[src/rtl/srbt_pkg.sv]
// Shared types and constants for the sequence reorder buffer with timeout flush.
// Holds field widths, action and result codes, the sequencer state enum and the result struct.
// No dependencies.
`timescale 1ns / 1ps

package srbt_pkg;

   // Fixed field widths
   localparam int SEQ_W    = 31;
   localparam int HANDLE_W = 16;
   localparam int TICK_W   = 16;

   // Hold time loaded after reset
   localparam logic [TICK_W-1:0] HOLD_TICKS_RESET = 16'd750;

   // Input action codes
   localparam logic ACTION_ITEM = 1'b0;
   localparam logic ACTION_TICK = 1'b1;

   // Result kind codes
   localparam logic KIND_DELIVER = 1'b0;
   localparam logic KIND_DROP    = 1'b1;

   // Table sequencer states
   typedef enum logic [3:0] {
      ST_IDLE,
      ST_SCAN_RD,
      ST_SCAN_CMP,
      ST_DROP,
      ST_SHIFT_RD,
      ST_SHIFT_WR,
      ST_INSERT,
      ST_FLUSH_RD,
      ST_FLUSH_OUT
   } state_type;

   // One result item
   typedef struct packed {
      logic                kind;
      logic [SEQ_W-1:0]    out_seq;
      logic [HANDLE_W-1:0] out_payload;
      logic                last_of_run;
   } rsp_item_type;

endpackage

[src/rtl/sequence_reorder_buffer_timeout_core.sv]
// Sequence reorder buffer with timeout flush core; depends on srbt_pkg and srbt_rsp_stage.
// An in-order item reaches the output register in the cycle after it is taken.
// A held item is compared entry by entry (read, then compare), the entries above its place
// are moved up (read, then write) and it is written, or dropped if the table is full.
// A flush reads and outputs each entry in order; the table takes one read or one write per step.
// Reset (synchronous, active high) clears the timer, hold flag, last number and fill count.
`timescale 1ns / 1ps

module sequence_reorder_buffer_timeout_core #(
   parameter int TABLE_DEPTH  = 16,
   parameter int PAYLOAD_BITS = 16
) (
   input  logic                          clock,
   input  logic                          reset,
   // Input items
   input  logic                          req_valid,
   output logic                          req_stall,
   input  logic                          req_action,
   input  logic [srbt_pkg::SEQ_W-1:0]    req_seq_number,
   input  logic [srbt_pkg::HANDLE_W-1:0] req_payload_handle,
   input  logic [srbt_pkg::TICK_W-1:0]   req_elapsed_ticks,
   // Result items
   output logic                          rsp_valid,
   input  logic                          rsp_stall,
   output logic                          rsp_kind,
   output logic [srbt_pkg::SEQ_W-1:0]    rsp_out_seq,
   output logic [srbt_pkg::HANDLE_W-1:0] rsp_out_payload,
   output logic                          rsp_last_of_run,
   // Hold time register
   input  logic                          csr_valid,
   output logic                          csr_ready,
   input  logic [srbt_pkg::TICK_W-1:0]   csr_hold_ticks
);
   import srbt_pkg::*;

   localparam int IW     = $clog2(TABLE_DEPTH);
   localparam int CW     = $clog2(TABLE_DEPTH + 1);
   localparam int EW     = SEQ_W + PAYLOAD_BITS;
   localparam int PW_MAX = (PAYLOAD_BITS > HANDLE_W) ? PAYLOAD_BITS : HANDLE_W;

   // Scalar state
   state_type           state_ff, state_in;
   logic [TICK_W-1:0]   hold_ticks_ff, hold_ticks_in;
   logic [SEQ_W-1:0]    last_ff, last_in;
   logic                holding_ff, holding_in;
   logic [TICK_W-1:0]   remain_ff, remain_in;
   logic [CW-1:0]       count_ff, count_in;
   logic [SEQ_W-1:0]    item_seq_ff, item_seq_in;
   logic [HANDLE_W-1:0] item_pay_ff, item_pay_in;
   logic [IW-1:0]       idx_ff, idx_in;
   logic [IW-1:0]       pos_ff, pos_in;

   // Table memory, kept sorted by sequence number over its first count_ff entries
   logic [EW-1:0]       mem [TABLE_DEPTH];
   logic [EW-1:0]       rd_data_ff;
   logic                mem_re;
   logic [IW-1:0]       mem_ra;
   logic                mem_we;
   logic [IW-1:0]       mem_wa;
   logic [EW-1:0]       mem_wd;

   // Result path
   logic                out_free;
   logic                out_load;
   rsp_item_type        out_item;

   // Decoded views
   logic                req_take;
   logic                in_order;
   logic                needs_out;
   logic                table_full;
   logic                idx_is_top;
   logic [SEQ_W-1:0]    rd_seq;
   logic [PW_MAX-1:0]   rd_pay_ext;
   logic [PW_MAX-1:0]   item_pay_ext;

   assign rd_seq       = rd_data_ff[EW-1 -: SEQ_W];
   assign rd_pay_ext   = PW_MAX'(rd_data_ff[PAYLOAD_BITS-1:0]);
   assign item_pay_ext = PW_MAX'(item_pay_ff);
   assign table_full   = (count_ff == CW'(TABLE_DEPTH));
   assign idx_is_top   = (CW'(idx_ff) == count_ff - CW'(1));

   assign in_order  = (last_ff == '0) || (req_seq_number == last_ff + SEQ_W'(1));
   // Only an immediate delivery needs the output slot at accept time
   assign needs_out = (req_action == ACTION_ITEM) && (req_seq_number != '0)
                      && !holding_ff && in_order;
   assign req_stall = (state_ff != ST_IDLE) || (needs_out && !out_free);
   assign req_take  = req_valid && !req_stall;
   assign csr_ready = 1'b1;

   // Next state
   always_comb begin
      state_in = state_ff;
      case (state_ff)
         ST_IDLE: begin
            if (req_take) begin
               if (req_action == ACTION_TICK) begin
                  if (holding_ff && (req_elapsed_ticks >= remain_ff) && (count_ff != '0)) begin
                     state_in = ST_FLUSH_RD;
                  end
               end else if ((req_seq_number != '0) && (holding_ff || !in_order)) begin
                  state_in = (count_ff == '0) ? ST_INSERT : ST_SCAN_RD;
               end
            end
         end
         ST_SCAN_RD: begin
            state_in = ST_SCAN_CMP;
         end
         ST_SCAN_CMP: begin
            if (rd_seq == item_seq_ff) begin
               state_in = ST_IDLE;
            end else if (rd_seq > item_seq_ff) begin
               state_in = table_full ? ST_DROP : ST_SHIFT_RD;
            end else if (idx_is_top) begin
               state_in = table_full ? ST_DROP : ST_INSERT;
            end else begin
               state_in = ST_SCAN_RD;
            end
         end
         ST_DROP: begin
            if (out_free) begin
               state_in = ST_IDLE;
            end
         end
         ST_SHIFT_RD: begin
            state_in = ST_SHIFT_WR;
         end
         ST_SHIFT_WR: begin
            state_in = (idx_ff == pos_ff) ? ST_INSERT : ST_SHIFT_RD;
         end
         ST_INSERT: begin
            state_in = ST_IDLE;
         end
         ST_FLUSH_RD: begin
            state_in = ST_FLUSH_OUT;
         end
         ST_FLUSH_OUT: begin
            if (out_free) begin
               state_in = idx_is_top ? ST_IDLE : ST_FLUSH_RD;
            end
         end
         default: begin
            state_in = ST_IDLE;
         end
      endcase
   end

   // Datapath, memory controls and result loads
   always_comb begin
      hold_ticks_in = hold_ticks_ff;
      last_in       = last_ff;
      holding_in    = holding_ff;
      remain_in     = remain_ff;
      count_in      = count_ff;
      item_seq_in   = item_seq_ff;
      item_pay_in   = item_pay_ff;
      idx_in        = idx_ff;
      pos_in        = pos_ff;
      mem_re        = 1'b0;
      mem_ra        = idx_ff;
      mem_we        = 1'b0;
      mem_wa        = idx_ff;
      mem_wd        = rd_data_ff;
      out_load      = 1'b0;
      out_item      = '{kind: KIND_DELIVER, out_seq: item_seq_ff,
                        out_payload: item_pay_ff, last_of_run: 1'b1};

      if (csr_valid && csr_ready) begin
         hold_ticks_in = csr_hold_ticks;
      end

      case (state_ff)
         ST_IDLE: begin
            if (req_take) begin
               item_seq_in = req_seq_number;
               item_pay_in = req_payload_handle;
               idx_in      = '0;
               pos_in      = '0;
               if (req_action == ACTION_TICK) begin
                  if (holding_ff) begin
                     if (req_elapsed_ticks >= remain_ff) begin
                        remain_in  = '0;
                        holding_in = 1'b0;
                     end else begin
                        remain_in = remain_ff - req_elapsed_ticks;
                     end
                  end
               end else if (req_seq_number != '0) begin
                  if (!holding_ff && in_order) begin
                     // Immediate in-order delivery
                     last_in  = req_seq_number;
                     out_load = 1'b1;
                     out_item = '{kind: KIND_DELIVER, out_seq: req_seq_number,
                                  out_payload: req_payload_handle, last_of_run: 1'b1};
                  end else if (!holding_ff) begin
                     // Gap seen: start a hold
                     holding_in = 1'b1;
                     last_in    = '0;
                     remain_in  = hold_ticks_ff;
                  end
               end
            end
         end
         ST_SCAN_RD: begin
            mem_re = 1'b1;
         end
         ST_SCAN_CMP: begin
            if (rd_seq > item_seq_ff) begin
               // Insert point found; shift from the top down
               pos_in = idx_ff;
               idx_in = IW'(count_ff - CW'(1));
            end else if (idx_is_top) begin
               pos_in = IW'(count_ff);
            end else begin
               idx_in = idx_ff + IW'(1);
            end
         end
         ST_DROP: begin
            if (out_free) begin
               out_load = 1'b1;
               out_item.kind = KIND_DROP;
            end
         end
         ST_SHIFT_RD: begin
            mem_re = 1'b1;
         end
         ST_SHIFT_WR: begin
            mem_we = 1'b1;
            mem_wa = idx_ff + IW'(1);
            mem_wd = rd_data_ff;
            if (idx_ff != pos_ff) begin
               idx_in = idx_ff - IW'(1);
            end
         end
         ST_INSERT: begin
            mem_we   = 1'b1;
            mem_wa   = pos_ff;
            mem_wd   = {item_seq_ff, item_pay_ext[PAYLOAD_BITS-1:0]};
            count_in = count_ff + CW'(1);
         end
         ST_FLUSH_RD: begin
            mem_re = 1'b1;
         end
         ST_FLUSH_OUT: begin
            if (out_free) begin
               out_load = 1'b1;
               out_item = '{kind: KIND_DELIVER, out_seq: rd_seq,
                            out_payload: rd_pay_ext[HANDLE_W-1:0], last_of_run: idx_is_top};
               if (idx_is_top) begin
                  last_in  = rd_seq;
                  count_in = '0;
               end else begin
                  idx_in = idx_ff + IW'(1);
               end
            end
         end
         default: begin
         end
      endcase
   end

   // Control registers
   always_ff @(posedge clock) begin
      if (reset) begin
         state_ff      <= ST_IDLE;
         hold_ticks_ff <= HOLD_TICKS_RESET;
         last_ff       <= '0;
         holding_ff    <= 1'b0;
         remain_ff     <= '0;
         count_ff      <= '0;
      end else begin
         state_ff      <= state_in;
         hold_ticks_ff <= hold_ticks_in;
         last_ff       <= last_in;
         holding_ff    <= holding_in;
         remain_ff     <= remain_in;
         count_ff      <= count_in;
      end
   end

   // Working registers of the item in progress
   always_ff @(posedge clock) begin
      item_seq_ff <= item_seq_in;
      item_pay_ff <= item_pay_in;
      idx_ff      <= idx_in;
      pos_ff      <= pos_in;
   end

   // Table memory: reads and writes fall in different sequencer steps, so they never overlap
   always_ff @(posedge clock) begin
      if (mem_we) begin
         mem[mem_wa] <= mem_wd;
      end
      if (mem_re) begin
         rd_data_ff <= mem[mem_ra];
      end
   end

   srbt_rsp_stage u_rsp_stage (
      .clock           (clock),
      .reset           (reset),
      .load            (out_load),
      .item            (out_item),
      .free            (out_free),
      .rsp_valid       (rsp_valid),
      .rsp_stall       (rsp_stall),
      .rsp_kind        (rsp_kind),
      .rsp_out_seq     (rsp_out_seq),
      .rsp_out_payload (rsp_out_payload),
      .rsp_last_of_run (rsp_last_of_run)
   );

endmodule

[src/rtl/srbt_rsp_stage.sv]
// Output register for result items, parting the sequencer from the result channel.
// Depends on srbt_pkg for the result struct and field widths.
`timescale 1ns / 1ps

module srbt_rsp_stage (
   input  logic                          clock,
   input  logic                          reset,
   input  logic                          load,
   input  srbt_pkg::rsp_item_type        item,
   output logic                          free,
   output logic                          rsp_valid,
   input  logic                          rsp_stall,
   output logic                          rsp_kind,
   output logic [srbt_pkg::SEQ_W-1:0]    rsp_out_seq,
   output logic [srbt_pkg::HANDLE_W-1:0] rsp_out_payload,
   output logic                          rsp_last_of_run
);
   import srbt_pkg::*;

   logic         valid_ff;
   logic         valid_in;
   rsp_item_type data_ff;

   // Slot can take a new item when empty or being drained this cycle
   assign free = !valid_ff || !rsp_stall;

   always_comb begin
      valid_in = valid_ff;
      if (load) begin
         valid_in = 1'b1;
      end else if (!rsp_stall) begin
         valid_in = 1'b0;
      end
   end

   always_ff @(posedge clock) begin
      if (reset) begin
         valid_ff <= 1'b0;
      end else begin
         valid_ff <= valid_in;
      end
   end

   // Payload holds while stalled
   always_ff @(posedge clock) begin
      if (load) begin
         data_ff <= item;
      end
   end

   assign rsp_valid       = valid_ff;
   assign rsp_kind        = data_ff.kind;
   assign rsp_out_seq     = data_ff.out_seq;
   assign rsp_out_payload = data_ff.out_payload;
   assign rsp_last_of_run = data_ff.last_of_run;

endmodule
[config.mk]
export PLATFORM = sky130hd
export DESIGN_NAME = sequence_reorder_buffer_timeout_core
export DESIGN_NICKNAME = d
export VERILOG_FILES = /design/src/rtl/srbt_pkg.sv /design/src/rtl/sequence_reorder_buffer_timeout_core.sv /design/src/rtl/srbt_rsp_stage.sv
export SDC_FILE = /design/constraint.sdc
export NUM_CORES = 1
export LEC_CHECK = 0
export ABC_AREA = 1
export BUFFER_PORTS_ARGS = -buffer_cell sky130_fd_sc_hd__buf_2
export CORE_UTILIZATION = 50
export DETAILED_ROUTE_END_ITERATION = 10
export GPL_TIMING_DRIVEN = 0
export PLACE_DENSITY = 0.66
export SYNTH_ARGS = -nofsm -noshare
export SYNTH_HDL_FRONTEND = slang
export SYNTH_SLANG_ARGS = --single-unit
[constraint.sdc]
create_clock -name clock -period 8.6 [get_ports clock]
set_input_delay 1.29 -clock clock [delete_from_list [all_inputs] [get_ports clock]]
set_output_delay 1.29 -clock clock [all_outputs]
set_load 0.01 [all_outputs]
# Word-level counts from Yosys, hierarchy flattened
# Memories as Yosys holds them, arrays and structs flattened. A register that Yosys moved wholly into a read port is not among the register bits.
# Cells that the tools add are included.
[word_totals]
rom_bits = 0
regBits = 178
mem_bits_rw = 752
inputBits = 85
mem_count = 1
latchBits = 0
[op_classes]
n_div = 0
add_sub_neg = 6
bitwise_logic = 1
n_eq_ne = 29
n_mux = 67
n_lt_le_gt_ge = 2
n_mul = 0
reduce_logical = 41
n_shift = 0
[mem_list]
columns = ["name", "words", "word_bits", "rd", "rd_clocked_by_memory_dff", "write_ports", "line", "source"]
rows = [
  ["mem", 16, 47, 1, 1, 1, "sequence_reorder_buffer_timeout_core.sv:54", "logic [EW-1:0] mem [TABLE_DEPTH];"],
]
[op_table]
columns = ["op", "count"]
rows = [
  ["two-way mux 48 bit", 5],
  ["two-way mux 31 bit", 7],
  ["two-way mux 16 bit", 6],
  ["one-hot mux 48 bit (2 select lines)", 1],
  ["== test 31 bit", 2],
  ["one-hot mux 31 bit (2 select lines)", 1],
  ["two-way mux 4 bit", 13],
  ["two-way mux 47 bit", 1],
  ["one-hot mux 4 bit (8 select lines)", 1],
  ["adder 31 x 1 -> 31 bit (second input constant)", 1],
  ["> comparator 31 bit", 1],
  ["zero test 31 bit", 1],
  ["nonzero test 31 bit", 1],
  ["two-way mux 3 bit", 7],
  ["inequality test 2 bit (second input constant)", 9],
  ["== test 4 x 3 -> 1 bit (second input constant)", 4],
  ["greater-or-equal comparator 16 bit", 1],
  ["two-way mux 1 bit", 16],
  ["one-hot mux 4 bit (2 select lines)", 2],
  ["one-hot mux 4 bit (4 select lines)", 1],
  ["subtractor 16 bit", 1],
  ["inequality test 3 bit (second input constant)", 4],
  ["two-way mux 5 bit", 2],
  ["one-hot mux 5 bit (2 select lines)", 1],
  ["other kinds (32)", 57],
]

# Depth between registers and ports, before layout
# Gate-level depths: netlist of run 1.
[logic_depth]
word_depth = 11
depth_mapped = 24
ltp_nobuf = 22

# Hierarchy
# Synthesis of run 1 repeated with hierarchy kept, for this count alone.
[hier_totals]
cells_unflattened = 4200
area_unflattened_um2 = 43665.6
[by_module_without_submodules]
columns = ["mod", "seq_area_each_um2", "area_per_inst_um2", "instances", "cells_each"]
rows = [
  ["sequence_reorder_buffer_timeout_core", 27106.0, 42155.4, 1, 4147],
  ["srbt_rsp_stage", 1491.4, 1510.2, 1, 53],
]

# Least setup slack after synthesis of run 1
# No wires, ideal clock.
[synth_path]
kind = "input port to flip-flop"
from = "input req_seq_number[4] (netlist bit)"
to = "register u_rsp_stage.data_ff (netlist bit u_rsp_stage.rsp_kind) (enable)"
t_arrival_ps = 4355
slack_ps = 3837
setup_time_ps = 408
stages = 10
required_ps = 8192
path_cell_list = "nor4_1 > nand3_1 > nor4_1 > nor3_1 > nand3_2 > nand3_4 > inv_2 > nand3_2 > buf_6 > nand2_1"
[synth_between]
elab_chain_cells = 10
word_cells_on_any_way = 16
classes_between = "eq/ne (1); mux (5); reduce/logical (10)"
[synth_lines]
columns = ["element", "line", "source"]
rows = [
  ["from (decl)", "sequence_reorder_buffer_timeout_core.sv:19", "input logic [srbt_pkg::SEQ_W-1:0] req_seq_number,"],
  ["parallel branches: the longest is 8 deep, another holds == test 31 bit", "n/a", ""],
  ["two-way mux 1 bit (*)", "sequence_reorder_buffer_timeout_core.sv:174", "if (req_take) begin"],
  ["one-hot mux 1 bit (2 select lines) (*)", "sequence_reorder_buffer_timeout_core.sv:172", "case (state_ff)"],
  ["net out_load", "sequence_reorder_buffer_timeout_core.sv:64", "logic out_load;"],
  ["to (signal assigned)", "srbt_rsp_stage.sv:47", "data_ff <= item;"],
  ["to (decl)", "srbt_rsp_stage.sv:22", "rsp_item_type data_ff;"],
]
# Mark *: on every way through the listed nets, which the timed path passes.
# A chain may end at the register's enable or synchronous reset.

# Final worst setup path of run 1
[layout_path]
from = "register idx_ff[0]"
to = "memory mem[3][24] (netlist bit) (enable)"
[layout_between]
elab_chain_cells = 2
[layout_lines]
columns = ["element", "line", "source"]
rows = [
  ["from (decl)", "sequence_reorder_buffer_timeout_core.sv:50", "logic [IW-1:0] idx_ff, idx_in;"],
  ["from (signal assigned)", "sequence_reorder_buffer_timeout_core.sv:285", "idx_ff <= idx_in;"],
  ["adder 4 x 1 -> 4 bit", "sequence_reorder_buffer_timeout_core.sv:229", "mem_wa = idx_ff + IW'(1);"],
  ["one-hot mux 4 bit (2 select lines) (*)", "sequence_reorder_buffer_timeout_core.sv:172", ""],
  ["to (decl)", "sequence_reorder_buffer_timeout_core.sv:54", ""],
]
# Every way passes the cells marked *; elsewhere a longest branch is shown, timed or not.

==> results of run 1 <==
worst max-delay path by stage:
stage	slack [ns]	to	from
6_report	3.31	mem[3][24]	idx_ff[0]
2_1_floorplan	3.84	u_rsp_stage.rsp_kind	req_seq_number[4]
4_1_cts	3.02	u_rsp_stage.rsp_out_payload[15]	req_seq_number[16]
5_1_grt	3.06	mem[3][21]	idx_ff[0]
3_3_place_gp	0.32	mem[1][7]	idx_ff[0]
3_5_place_dp	2.32	u_rsp_stage.rsp_out_seq[6]	req_seq_number[16]
power groups by stage:
stage	Sequential [mW]	Clock [mW]	Combinational [mW]
after global routing	6.77	4.52	7.36
after global placement	6.89	0	6.31
final	6.73	4.32	6.88
after floorplan	6.75	0	3.83
after CTS	6.72	4.34	6.68
after detailed placement	6.82	0	6.64
synth_stat cells (all sizes together), types with 2 or more instances:
cell | count | share of area (%)
a211oi | 2 | 0.034
a21oi | 85 | 0.99
a22o | 2 | 0.040
a22oi | 11 | 0.19
and3 | 2 | 0.029
buf | 43 | 0.59
clkbuf | 195 | 1.7
dfxtp | 74 | 3.4
edfxtp | 903 | 62
ha | 54 | 1.5
inv | 280 | 2.4
nand2 | 651 | 5.6
nand3 | 161 | 1.9
nand3b | 3 | 0.051
nand4 | 23 | 0.33
nor2 | 688 | 6.0
nor3 | 17 | 0.19
nor3b | 2 | 0.034
nor4 | 16 | 0.23
o211ai | 5 | 0.086
o21a | 3 | 0.051
o21ai | 698 | 8.0
o21bai | 2 | 0.034
o221ai | 3 | 0.060
o22ai | 227 | 3.2
o2bb2ai | 3 | 0.060
o31ai | 2 | 0.034
or2 | 6 | 0.086
xnor2 | 21 | 0.42
xor2 | 29 | 0.58
logic make-up after synthesis:
group	synth area share [%]
buf+inv	4.67
simple gates	14.6
fa+ha+maj	1.59
other cells	0.00856
flops	65.2
compound gates	12.9
xor+xnor	0.999
through the flow:
stage	setup WS, ns	power [mW]	hold slack [ns]	area [um2]	cells
final	3.31	17.9	0.462	50200	5754
after global routing	3.06	18.6	0.485	50200	5754
after CTS	3.02	17.7	0.461	50200	5753
after detailed placement	2.32	13.5	0.445	47000	5572
after global placement	0.318	13.2	0.443	45900	5511
after floorplan	3.84	10.6	0.429	43800	4222
critical path: cells and delay by family, from the launching register on:
| family | cells | cell delay [ns] |
|---|---|---|
| buffers and inverters | 7 | 2.46 |
| AND/OR/NAND/NOR | 3 | 1.23 |
| AO/OA/AOI/OAI | 2 | 0.47 |
| adder cells (fa/ha/maj) | 1 | 0.22 |
| flip-flops | 1 | 0.54 |
flip-flops by register name, summed over array words and instances (netlist names), 31 cells and up:
register	cells
mem	752
rd_data_ff	47
item_seq_ff	31
last_ff	31
u_rsp_stage.rsp_out_seq	31
cell type report:
type,count,area (um2)
Sequential cell,977,28600
Timing Repair Buffer,196,1600
Buffer,238,992
Inverter,281,1060
Multi-Input combinational cell,2726,13300
Tap cell,1155,1450
Clock inverter,56,526
Fill cell,7280,36500
Clock buffer,125,2680
layer usage:
layer  GRT usage [%]  up-vias  part of all wire (%)
li1                -    15464                     -
met5               0        -                0.0092
met2            50.2     2045                    46
met4            14.0        2                   4.4
met1            41.5    16137                    38
met3            5.60      313                    11
==> flow_summary.html, run 1 <==
<table>
<tr><th>Metric</th><th>Value</th></tr>
<tr><th colspan="2">Critical path</th></tr>
<tr><td>Reg2Reg Setup Slack</td><td>around 3.3 ns</td></tr>
<tr><td>Worst setup path class</td><td>register to register</td></tr>
<tr><td>Cell type of the slowest stage on the worst timing path</td><td>nor2_4</td></tr>
<tr><td>Data arrival time of the critical path</td><td>5.66 ns</td></tr>
<tr><td>Capturing point of the worst reg2reg path</td><td>mem[3][24]</td></tr>
<tr><td>Ordered list of cells on the worst path</td><td>inv_1, clkbuf_1, clkbuf_1, buf_1, ha_1, inv_1, nand2_1, o21ai_0, a21oi_1, nand2_1, nor2_4, buf_16, buf_16</td></tr>
<tr><td>Number of cells on the worst reg-to-reg path</td><td>13</td></tr>
<tr><td>Kind of start point of the critical path</td><td>register</td></tr>
<tr><td>Maximum fanout encountered on the critical timing path</td><td>21</td></tr>
<tr><td>CP required</td><td>about 9.0 ns</td></tr>
<tr><td>CP peak stage delay</td><td>~0.85 ns</td></tr>
<tr><td>Nature of the critical path endpoint</td><td>register</td></tr>
<tr><td>Reg2reg start</td><td>idx_ff[0]</td></tr>
<tr><th colspan="2">Floorplanning</th></tr>
<tr><td># IOs</td><td>about 140</td></tr>
<tr><td>Row count</td><td>~110</td></tr>
<tr><td>Area of the core region</td><td>around 87000 um2</td></tr>
<tr><td>Die width</td><td>roughly 300 um</td></tr>
<tr><td>Total Die Area</td><td>between 80000 and 90000 um2</td></tr>
<tr><td>Effective utilization at floorplan</td><td>50.5%</td></tr>
<tr><td>Height of the chip</td><td>approximately 300 um</td></tr>
<tr><th colspan="2">GRT</th></tr>
<tr><td>Number of antenna violations at the first check in global routing</td><td>2</td></tr>
<tr><td>Tot GR Track Use</td><td>between 30 and 40%</td></tr>
<tr><td>Grt total ovfl</td><td>0</td></tr>
<tr><td>Pin count of the biggest net entering global routing</td><td>a little over 50</td></tr>
<tr><td>Global-route wire length before repair</td><td>slightly above 200 mm</td></tr>
<tr><td>Via count of the first global-routing pass</td><td>approximately 32000</td></tr>
<tr><th colspan="2">Routing</th></tr>
<tr><td>Final antenna-violating net count</td><td>0</td></tr>
<tr><td>Number of vias after detailed routing</td><td>roughly 34000</td></tr>
<tr><td>Drt wl/cell</td><td>roughly 25 um</td></tr>
<tr><td># DRC</td><td>0</td></tr>
<tr><td>DRC violation total after the first TritonRoute iteration</td><td>about 4400</td></tr>
<tr><td>Vias per std cell</td><td>slightly below 6</td></tr>
<tr><td>Drt first pass iters</td><td>6</td></tr>
<tr><td>Detailed-route wire length</td><td>141 mm</td></tr>
<tr><th colspan="2">Timing</th></tr>
<tr><td>Shortest clock period the worst path allows after layout</td><td>around 5.3 ns</td></tr>
<tr><td>Ratio of final minimum period to clock period</td><td>around three fifths</td></tr>
<tr><td>Transition time at the pin with the least slew margin</td><td>roughly 1.4 ns</td></tr>
<tr><td>Max Slew Vio Count</td><td>0</td></tr>
<tr><td>Total setup violations reported at the end of the flow</td><td>0</td></tr>
<tr><td>Normalized max-slew margin</td><td>roughly 7.4%</td></tr>
<tr><td>Setup repair after global routing missed its margin</td><td>false</td></tr>
<tr><td>Setup TNS</td><td>0 ns</td></tr>
<tr><td>Timing-limited maximum frequency</td><td>around 0.19 GHz</td></tr>
<tr><td>Maximum clock skew at final layout</td><td>~0.031 ns</td></tr>
<tr><td>Hold violation count in the final report</td><td>0</td></tr>
<tr><th colspan="2">Logic synthesis</th></tr>
<tr><td>Yosys synthesis warning count</td><td>0</td></tr>
<tr><td>Proportion of synthesized chip area in sequential cells</td><td>65.2%</td></tr>
<tr><td>Count of flip-flops with a built-in enable after synthesis</td><td>roughly 900</td></tr>
<tr><td>Flops &amp; latches, synth</td><td>a little under 1000</td></tr>
<tr><td>Asr flop ratio synth</td><td>0%</td></tr>
<tr><td>Number of distinct library cell variants in the gate-level netlist after synthesis</td><td>54</td></tr>
<tr><td>Gate Count Post-Synth</td><td>between 4000 and 5000</td></tr>
<tr><td>Synthesized area per cell</td><td>about 10 um2</td></tr>
<tr><td>Netlist Area Pre-Place</td><td>approximately 44000 um2</td></tr>
<tr><td>Syn_nets</td><td>between 4000 and 5000</td></tr>
<tr><td>Dominant register cell in the synthesized netlist</td><td>edfxtp_1</td></tr>
<tr><th colspan="2">Finish</th></tr>
<tr><td>Synth-to-Final Area Change</td><td>14.6%</td></tr>
<tr><td>Layout cells sized above 1</td><td>under 10%</td></tr>
<tr><td>Ant. Diodes</td><td>0</td></tr>
<tr><td>Final core utilization</td><td>between 50% and 60%</td></tr>
<tr><td>Net count of the finished layout</td><td>approximately 4700</td></tr>
<tr><td>Leading cell type in the layout, fill and taps excluded</td><td>edfxtp_1</td></tr>
<tr><td>Top library cells by usage in the layout, fill and taps aside</td><td>903 x edfxtp_1, 657 x nor2_1, 646 x o21ai_0, 643 x nand2_1, 277 x inv_1</td></tr>
<tr><th colspan="2">Power</th></tr>
<tr><td>Fraction of power spent switching nets</td><td>about 40%</td></tr>
<tr><td>Proportion of power drawn by combinational gates</td><td>a little under two fifths</td></tr>
<tr><td>Leak Pwr</td><td>18.3 nW</td></tr>
<tr><td>Internal cell power</td><td>~11 mW</td></tr>
<tr><td>Power density over cell area</td><td>between 300 and 400 nW/um2</td></tr>
<tr><td>Maximum VDD drop</td><td>about 0.00018 V</td></tr>
<tr><td>Sequential Power Share</td><td>37.5%</td></tr>
<tr><td>Fraction of power consumed by the clock network</td><td>between 20% and 30%</td></tr>
<tr><td>P_sw</td><td>just over 7 mW</td></tr>
<tr><th colspan="2">CTS</th></tr>
<tr><td>Clock transition time at the flip-flop clock pins of the worst setup and hold paths</td><td>0.06 ns</td></tr>
<tr><td>Insertion delay of the later-clocked pin in the worst-skew pair</td><td>between 0.6 and 0.7 ns</td></tr>
<tr><td>Clock root buffer master</td><td>clkbuf_16</td></tr>
<tr><td>Postcts setup bufs</td><td>0</td></tr>
<tr><td>Number of hold buffers added after CTS</td><td>0</td></tr>
<tr><td>Total of cells resized after clock tree synthesis</td><td>0</td></tr>
<tr><td>Clock buffer count from CTS</td><td>101</td></tr>
<tr><td>CTS Sinks</td><td>977</td></tr>
<tr><td>CTS tree</td><td>built</td></tr>
<tr><td>H-tree levels</td><td>3</td></tr>
<tr><td>Number of buffers on the longest clock path</td><td>3</td></tr>
<tr><th colspan="2">Hold path</th></tr>
<tr><td>Worst hold path type</td><td>register to register</td></tr>
<tr><td>Hold-critical path depth</td><td>2</td></tr>
<tr><td>Endpoint with the worst hold slack</td><td>hold_ticks_ff[3]</td></tr>
<tr><td>Hold Crit Start</td><td>hold_ticks_ff[3]</td></tr>
<tr><th colspan="2">Status</th></tr>
<tr><td>Result of the run</td><td>complete, no violations</td></tr>
<tr><th colspan="2">Place</th></tr>
<tr><td>Number of port buffers</td><td>approximately 130</td></tr>
<tr><td>Weighted congestion reported at the end of routability-driven placement</td><td>approximately 0.93</td></tr>
<tr><td>Final HPWL from detailed placement</td><td>101 mm</td></tr>
<tr><th colspan="2">Run</th></tr>
<tr><td>Max-cap check violation count</td><td>0</td></tr>
</table>
(Power assumes the default switching activity.)
==> run 2: changes to the inputs <==
Settings changed: ABC_AREA 1 to 0, PLACE_DENSITY 0.66 to 0.69.
Clock period 8.6 ns to 4.25 ns, I/O delays scaled along.
==> flow_summary.html, run 2 <==
<table>
<tr><th>Metric</th><th>Value</th></tr>
<tr><th colspan="2">Finish</th></tr>
<tr><td>Reg with most FFs</td><td>mem</td></tr>
<tr><td>Final core utilization</td><td>between 50% and 60%</td></tr>
<tr><td>Top library cells by usage in the layout, fill and taps aside</td><td>903 x edfxtp_1, 235 x mux4_2, 158 x nand2_1, 155 x buf_2, 124 x clkbuf_1</td></tr>
<tr><td>Layout cells sized above 1</td><td>a little under a quarter</td></tr>
<tr><td>Number of flip-flops under the largest register name</td><td>about 750</td></tr>
<tr><td>Area of all placed cells without fillers</td><td>between 40000 and 50000 um2</td></tr>
<tr><td>Synth-to-Final Area Change</td><td>15.2%</td></tr>
<tr><td>Leading cell type in the layout, fill and taps excluded</td><td>edfxtp_1</td></tr>
<tr><td>Regs by FF count</td><td>mem x752, rd_data_ff x47</td></tr>
<tr><td>Ant. Diodes</td><td>0</td></tr>
<tr><td>Net count of the finished layout</td><td>2951</td></tr>
<tr><td>Final std cells w/o fill</td><td>~4000</td></tr>
<tr><th colspan="2">Hold path</th></tr>
<tr><td>Endpoint with the worst hold slack</td><td>item_pay_ext[8]</td></tr>
<tr><td>Hold-critical path depth</td><td>1</td></tr>
<tr><td>Hold Crit Start</td><td>req_payload_handle[8]</td></tr>
<tr><td>Worst hold path type</td><td>primary input to register</td></tr>
<tr><th colspan="2">Routing</th></tr>
<tr><td>Met3 wire len</td><td>~10 mm</td></tr>
<tr><td>Drt first pass iters</td><td>6</td></tr>
<tr><td>DRC violation total after the first TritonRoute iteration</td><td>2942</td></tr>
<tr><td>Final antenna-violating net count</td><td>0</td></tr>
<tr><td>Highest metal layer with signal wires</td><td>met4</td></tr>
<tr><td>Routed metal-1 wirelength</td><td>roughly 43 mm</td></tr>
<tr><td>Vias per std cell</td><td>roughly 6.4</td></tr>
<tr><td># DRC</td><td>0</td></tr>
<tr><td>Number of vias after detailed routing</td><td>25357</td></tr>
<tr><td>Detailed-route wire length</td><td>between 100 and 150 mm</td></tr>
<tr><td>Drt wl/cell</td><td>28.7 um</td></tr>
<tr><td>Routed wl met2</td><td>57.1 mm</td></tr>
<tr><th colspan="2">Power</th></tr>
<tr><td>Power density over cell area</td><td>approximately 630 nW/um2</td></tr>
<tr><td>Maximum VDD drop</td><td>approximately 0.00036 V</td></tr>
<tr><td>Total Power</td><td>approximately 30 mW</td></tr>
<tr><td>Leak Pwr</td><td>between 15 and 20 nW</td></tr>
<tr><th colspan="2">Critical path</th></tr>
<tr><td>Number of cells on the worst reg-to-reg path</td><td>12</td></tr>
<tr><td>Nature of the critical path endpoint</td><td>primary output</td></tr>
<tr><td>Reg2reg start</td><td>rd_data_ff[17]</td></tr>
<tr><td>Capturing point of the worst reg2reg path</td><td>idx_ff[2]</td></tr>
<tr><td>CP required</td><td>3.61 ns</td></tr>
<tr><td>Kind of start point of the critical path</td><td>register</td></tr>
<tr><td>Data arrival time of the critical path</td><td>3.68 ns</td></tr>
<tr><td>Worst setup path class</td><td>register to primary output</td></tr>
<tr><td>Maximum fanout encountered on the critical timing path</td><td>4</td></tr>
<tr><td>Reg2Reg Setup Slack</td><td>~0.15 ns</td></tr>
<tr><th colspan="2">Floorplanning</th></tr>
<tr><td>Height of the chip</td><td>roughly 290 um</td></tr>
<tr><td>Total Die Area</td><td>between 80000 and 90000 um2</td></tr>
<tr><td># IOs</td><td>137</td></tr>
<tr><td>Area of the core region</td><td>slightly above 80000 um2</td></tr>
<tr><td>Die width</td><td>between 200 and 300 um</td></tr>
<tr><td>Row count</td><td>about 110</td></tr>
<tr><td>Effective utilization at floorplan</td><td>approximately half</td></tr>
<tr><th colspan="2">Logic synthesis</th></tr>
<tr><td>Dominant register cell in the synthesized netlist</td><td>edfxtp_1</td></tr>
<tr><td>Number of distinct library cell variants in the gate-level netlist after synthesis</td><td>70</td></tr>
<tr><td>Post-synth top area share</td><td>between 60% and 70%</td></tr>
<tr><td>Synth area leaders</td><td>edfxtp_1 65%, mux4_2 13%, dfxtp_1 3.6%, ha_1 1.6%, nand2_1 1.4%</td></tr>
<tr><td>Top cell types by occurrence after synthesis</td><td>903 x edfxtp_1, 235 x mux4_2, 160 x nand2_1</td></tr>
<tr><td>Yosys synthesis warning count</td><td>0</td></tr>
<tr><td>Dominant cell type by area after synthesis</td><td>edfxtp_1</td></tr>
<tr><td>Gate Count Post-Synth</td><td>2514</td></tr>
<tr><td>Netlist Area Pre-Place</td><td>41700 um2</td></tr>
<tr><td>Flops &amp; latches, synth</td><td>slightly below 1000</td></tr>
<tr><td>Asr flop ratio synth</td><td>0%</td></tr>
<tr><td>Most numerous cell in the Yosys netlist</td><td>edfxtp_1</td></tr>
<tr><td>Proportion of synthesized chip area in sequential cells</td><td>between 60% and 70%</td></tr>
<tr><td>Synthesized area per cell</td><td>between 15 and 20 um2</td></tr>
<tr><td>Count of flip-flops with a built-in enable after synthesis</td><td>about 900</td></tr>
<tr><td>Syn_nets</td><td>~2700</td></tr>
<tr><th colspan="2">GRT</th></tr>
<tr><td>Grt total ovfl</td><td>0</td></tr>
<tr><td>Number of antenna violations at the first check in global routing</td><td>0</td></tr>
<tr><td>Pin count of the biggest net entering global routing</td><td>32</td></tr>
<tr><td>Via count of the first global-routing pass</td><td>around 26000</td></tr>
<tr><td>Tot GR Track Use</td><td>~27%</td></tr>
<tr><td>Global-route wire length before repair</td><td>roughly 170 mm</td></tr>
<tr><th colspan="2">CTS</th></tr>
<tr><td>H-tree levels</td><td>3</td></tr>
<tr><td>Clock root buffer master</td><td>clkbuf_16</td></tr>
<tr><td>Clock buffer count from CTS</td><td>just under 100</td></tr>
<tr><td>CTS Sinks</td><td>977</td></tr>
<tr><td>Number of buffers on the longest clock path</td><td>3</td></tr>
<tr><td>Clock transition time at the flip-flop clock pins of the worst setup and hold paths</td><td>0.06 ns</td></tr>
<tr><td>CTS tree</td><td>built</td></tr>
<tr><td>Insertion delay of the later-clocked pin in the worst-skew pair</td><td>around 0.66 ns</td></tr>
<tr><th colspan="2">Place</th></tr>
<tr><td>Weighted congestion reported at the end of routability-driven placement</td><td>between 0.9 and 1</td></tr>
<tr><td>Number of port buffers</td><td>132</td></tr>
<tr><td>Number of cells in the design after placement</td><td>between 3000 and 4000</td></tr>
<tr><td>Final HPWL from detailed placement</td><td>between 70 and 80 mm</td></tr>
<tr><td>Instance area after placement</td><td>~45000 um2</td></tr>
<tr><th colspan="2">Timing</th></tr>
<tr><td>Shortest clock period the worst path allows after layout</td><td>~4.3 ns</td></tr>
<tr><td>Timing-limited maximum frequency</td><td>about 0.23 GHz</td></tr>
<tr><td>Setup repair after global routing missed its margin</td><td>true</td></tr>
<tr><td>Transition time at the pin with the least slew margin</td><td>approximately 1.3 ns</td></tr>
<tr><td>WHS</td><td>about 0.17 ns</td></tr>
<tr><td>Hold violation count in the final report</td><td>0</td></tr>
<tr><td>Final worst-path setup slack</td><td>-0.0680 ns</td></tr>
<tr><td>Ratio of final minimum period to clock period</td><td>102%</td></tr>
<tr><td>Total setup violations reported at the end of the flow</td><td>1</td></tr>
<tr><td>Normalized max-slew margin</td><td>12.7%</td></tr>
<tr><td>Max Slew Vio Count</td><td>0</td></tr>
<tr><td>Maximum clock skew at final layout</td><td>between 0.02 and 0.025 ns</td></tr>
<tr><th colspan="2">Run</th></tr>
<tr><td>Max-cap check violation count</td><td>0</td></tr>
<tr><th colspan="2">Status</th></tr>
<tr><td>Violated checks</td><td>negative setup slack</td></tr>
<tr><td>Result of the run</td><td>finished, violations left</td></tr>
</table>
## run 2: changes by cell type after synthesis, sizes merged, moves of 32 or more
cell	previous run	this run
nand2	651	160
clkbuf	195	114
nor2	688	100
a21oi	85	34
o31ai	2	34
a22oi	11	50
inv	280	92
nand3	161	81
a311oi	0	42
a22o	2	49
o21ai	698	87
o22ai	227	3
mux4	0	235
nor3	17	53
## run 2: layout make-up
cell class | count | area [um2]
fillers | 6095 | 34300
flip-flops and latches | 977 | 28600
multi-input cells | 1287 | 12400
clock buffers | 115 | 2520
repair buffers | 199 | 1630
well taps | 1070 | 1340
plain buffers | 156 | 641
clock inverters | 64 | 561
inverters | 92 | 345
## run 2: critical path, cell delays in order, from the launching register on
cell,delay (ns)
dfxtp_4,0.38
inv_1,0.07
ha_1,0.31
xnor2_1,0.17
o211ai_1,0.13
nor4_2,0.46
nand3_1,0.13
or4_4,0.45
nor4_4,0.13
buf_4,0.20
a21oi_2,0.10
nand2b_4,0.20
o21ai_2,0.13
buf_2,0.16
## run 2: stage by stage
step                setup slack, ns  TNS (ns)
floorplan                   -0.0604     -8.52
global placement              -3.77  -2456.16
detailed placement            -1.42   -173.23
CTS                         0.00522         0
global route                 -0.103    -0.104
finish                      -0.0680   -0.0680
## run 2: worst max-delay path by stage
stage,end,from,cells after the start,slack [ns]
final,req_stall,last_ff[0],13,-0.07
after global routing,req_stall,last_ff[3],12,-0.10
after CTS,req_stall,last_ff[2],12,0.005
after detailed placement,u_rsp_stage.rsp_out_seq[16],req_seq_number[20],11,-1.42
after global placement,mem[12][27],idx_ff[1],6,-3.77
after floorplan,mem[12][0],idx_ff[1],6,-0.06
## run 2: logic make-up (layout without fill, tap and decap cells)
group / Yosys count / count (layout) / share of synthesized area, %
adder cells (fa/ha/maj): 55 / 55 / 1.67
other: 1 / 1 / 0.00899
multiplexers: 261 / 261 / 13.3
XOR/XNOR: 69 / 69 / 1.45
flip-flops: 977 / 977 / 68.6
AND/OR/NAND/NOR: 502 / 502 / 5.84
AO/OA/AOI/OAI: 398 / 399 / 6.81
buffers and inverters: 251 / 626 / 2.33
## run 2: layer usage
metal / up-vias / track usage [%]
met3: 243 / 3.70
met2: 1400 / 45.9
met1: 12971 / 35.7
li1: 10743 / -
met4: 0 / 9.34
met5: - / 0
## run 2: where the power goes
part / switching [mW] / internal [mW] / total (mW)
sequential: 0.611 / 12.1 / 12.7
clock: 3.65 / 4.73 / 8.38
combinational: 5.30 / 3.66 / 8.96
## run 2: timing repair
action,CTS,global route
buffers inserted,13,0
hold endpoints to repair,0,0
gates cloned,1,0
endpoints found under the setup margin,637,29
hold buffers,0,0
pin swaps,8,0
resized for setup,46,2
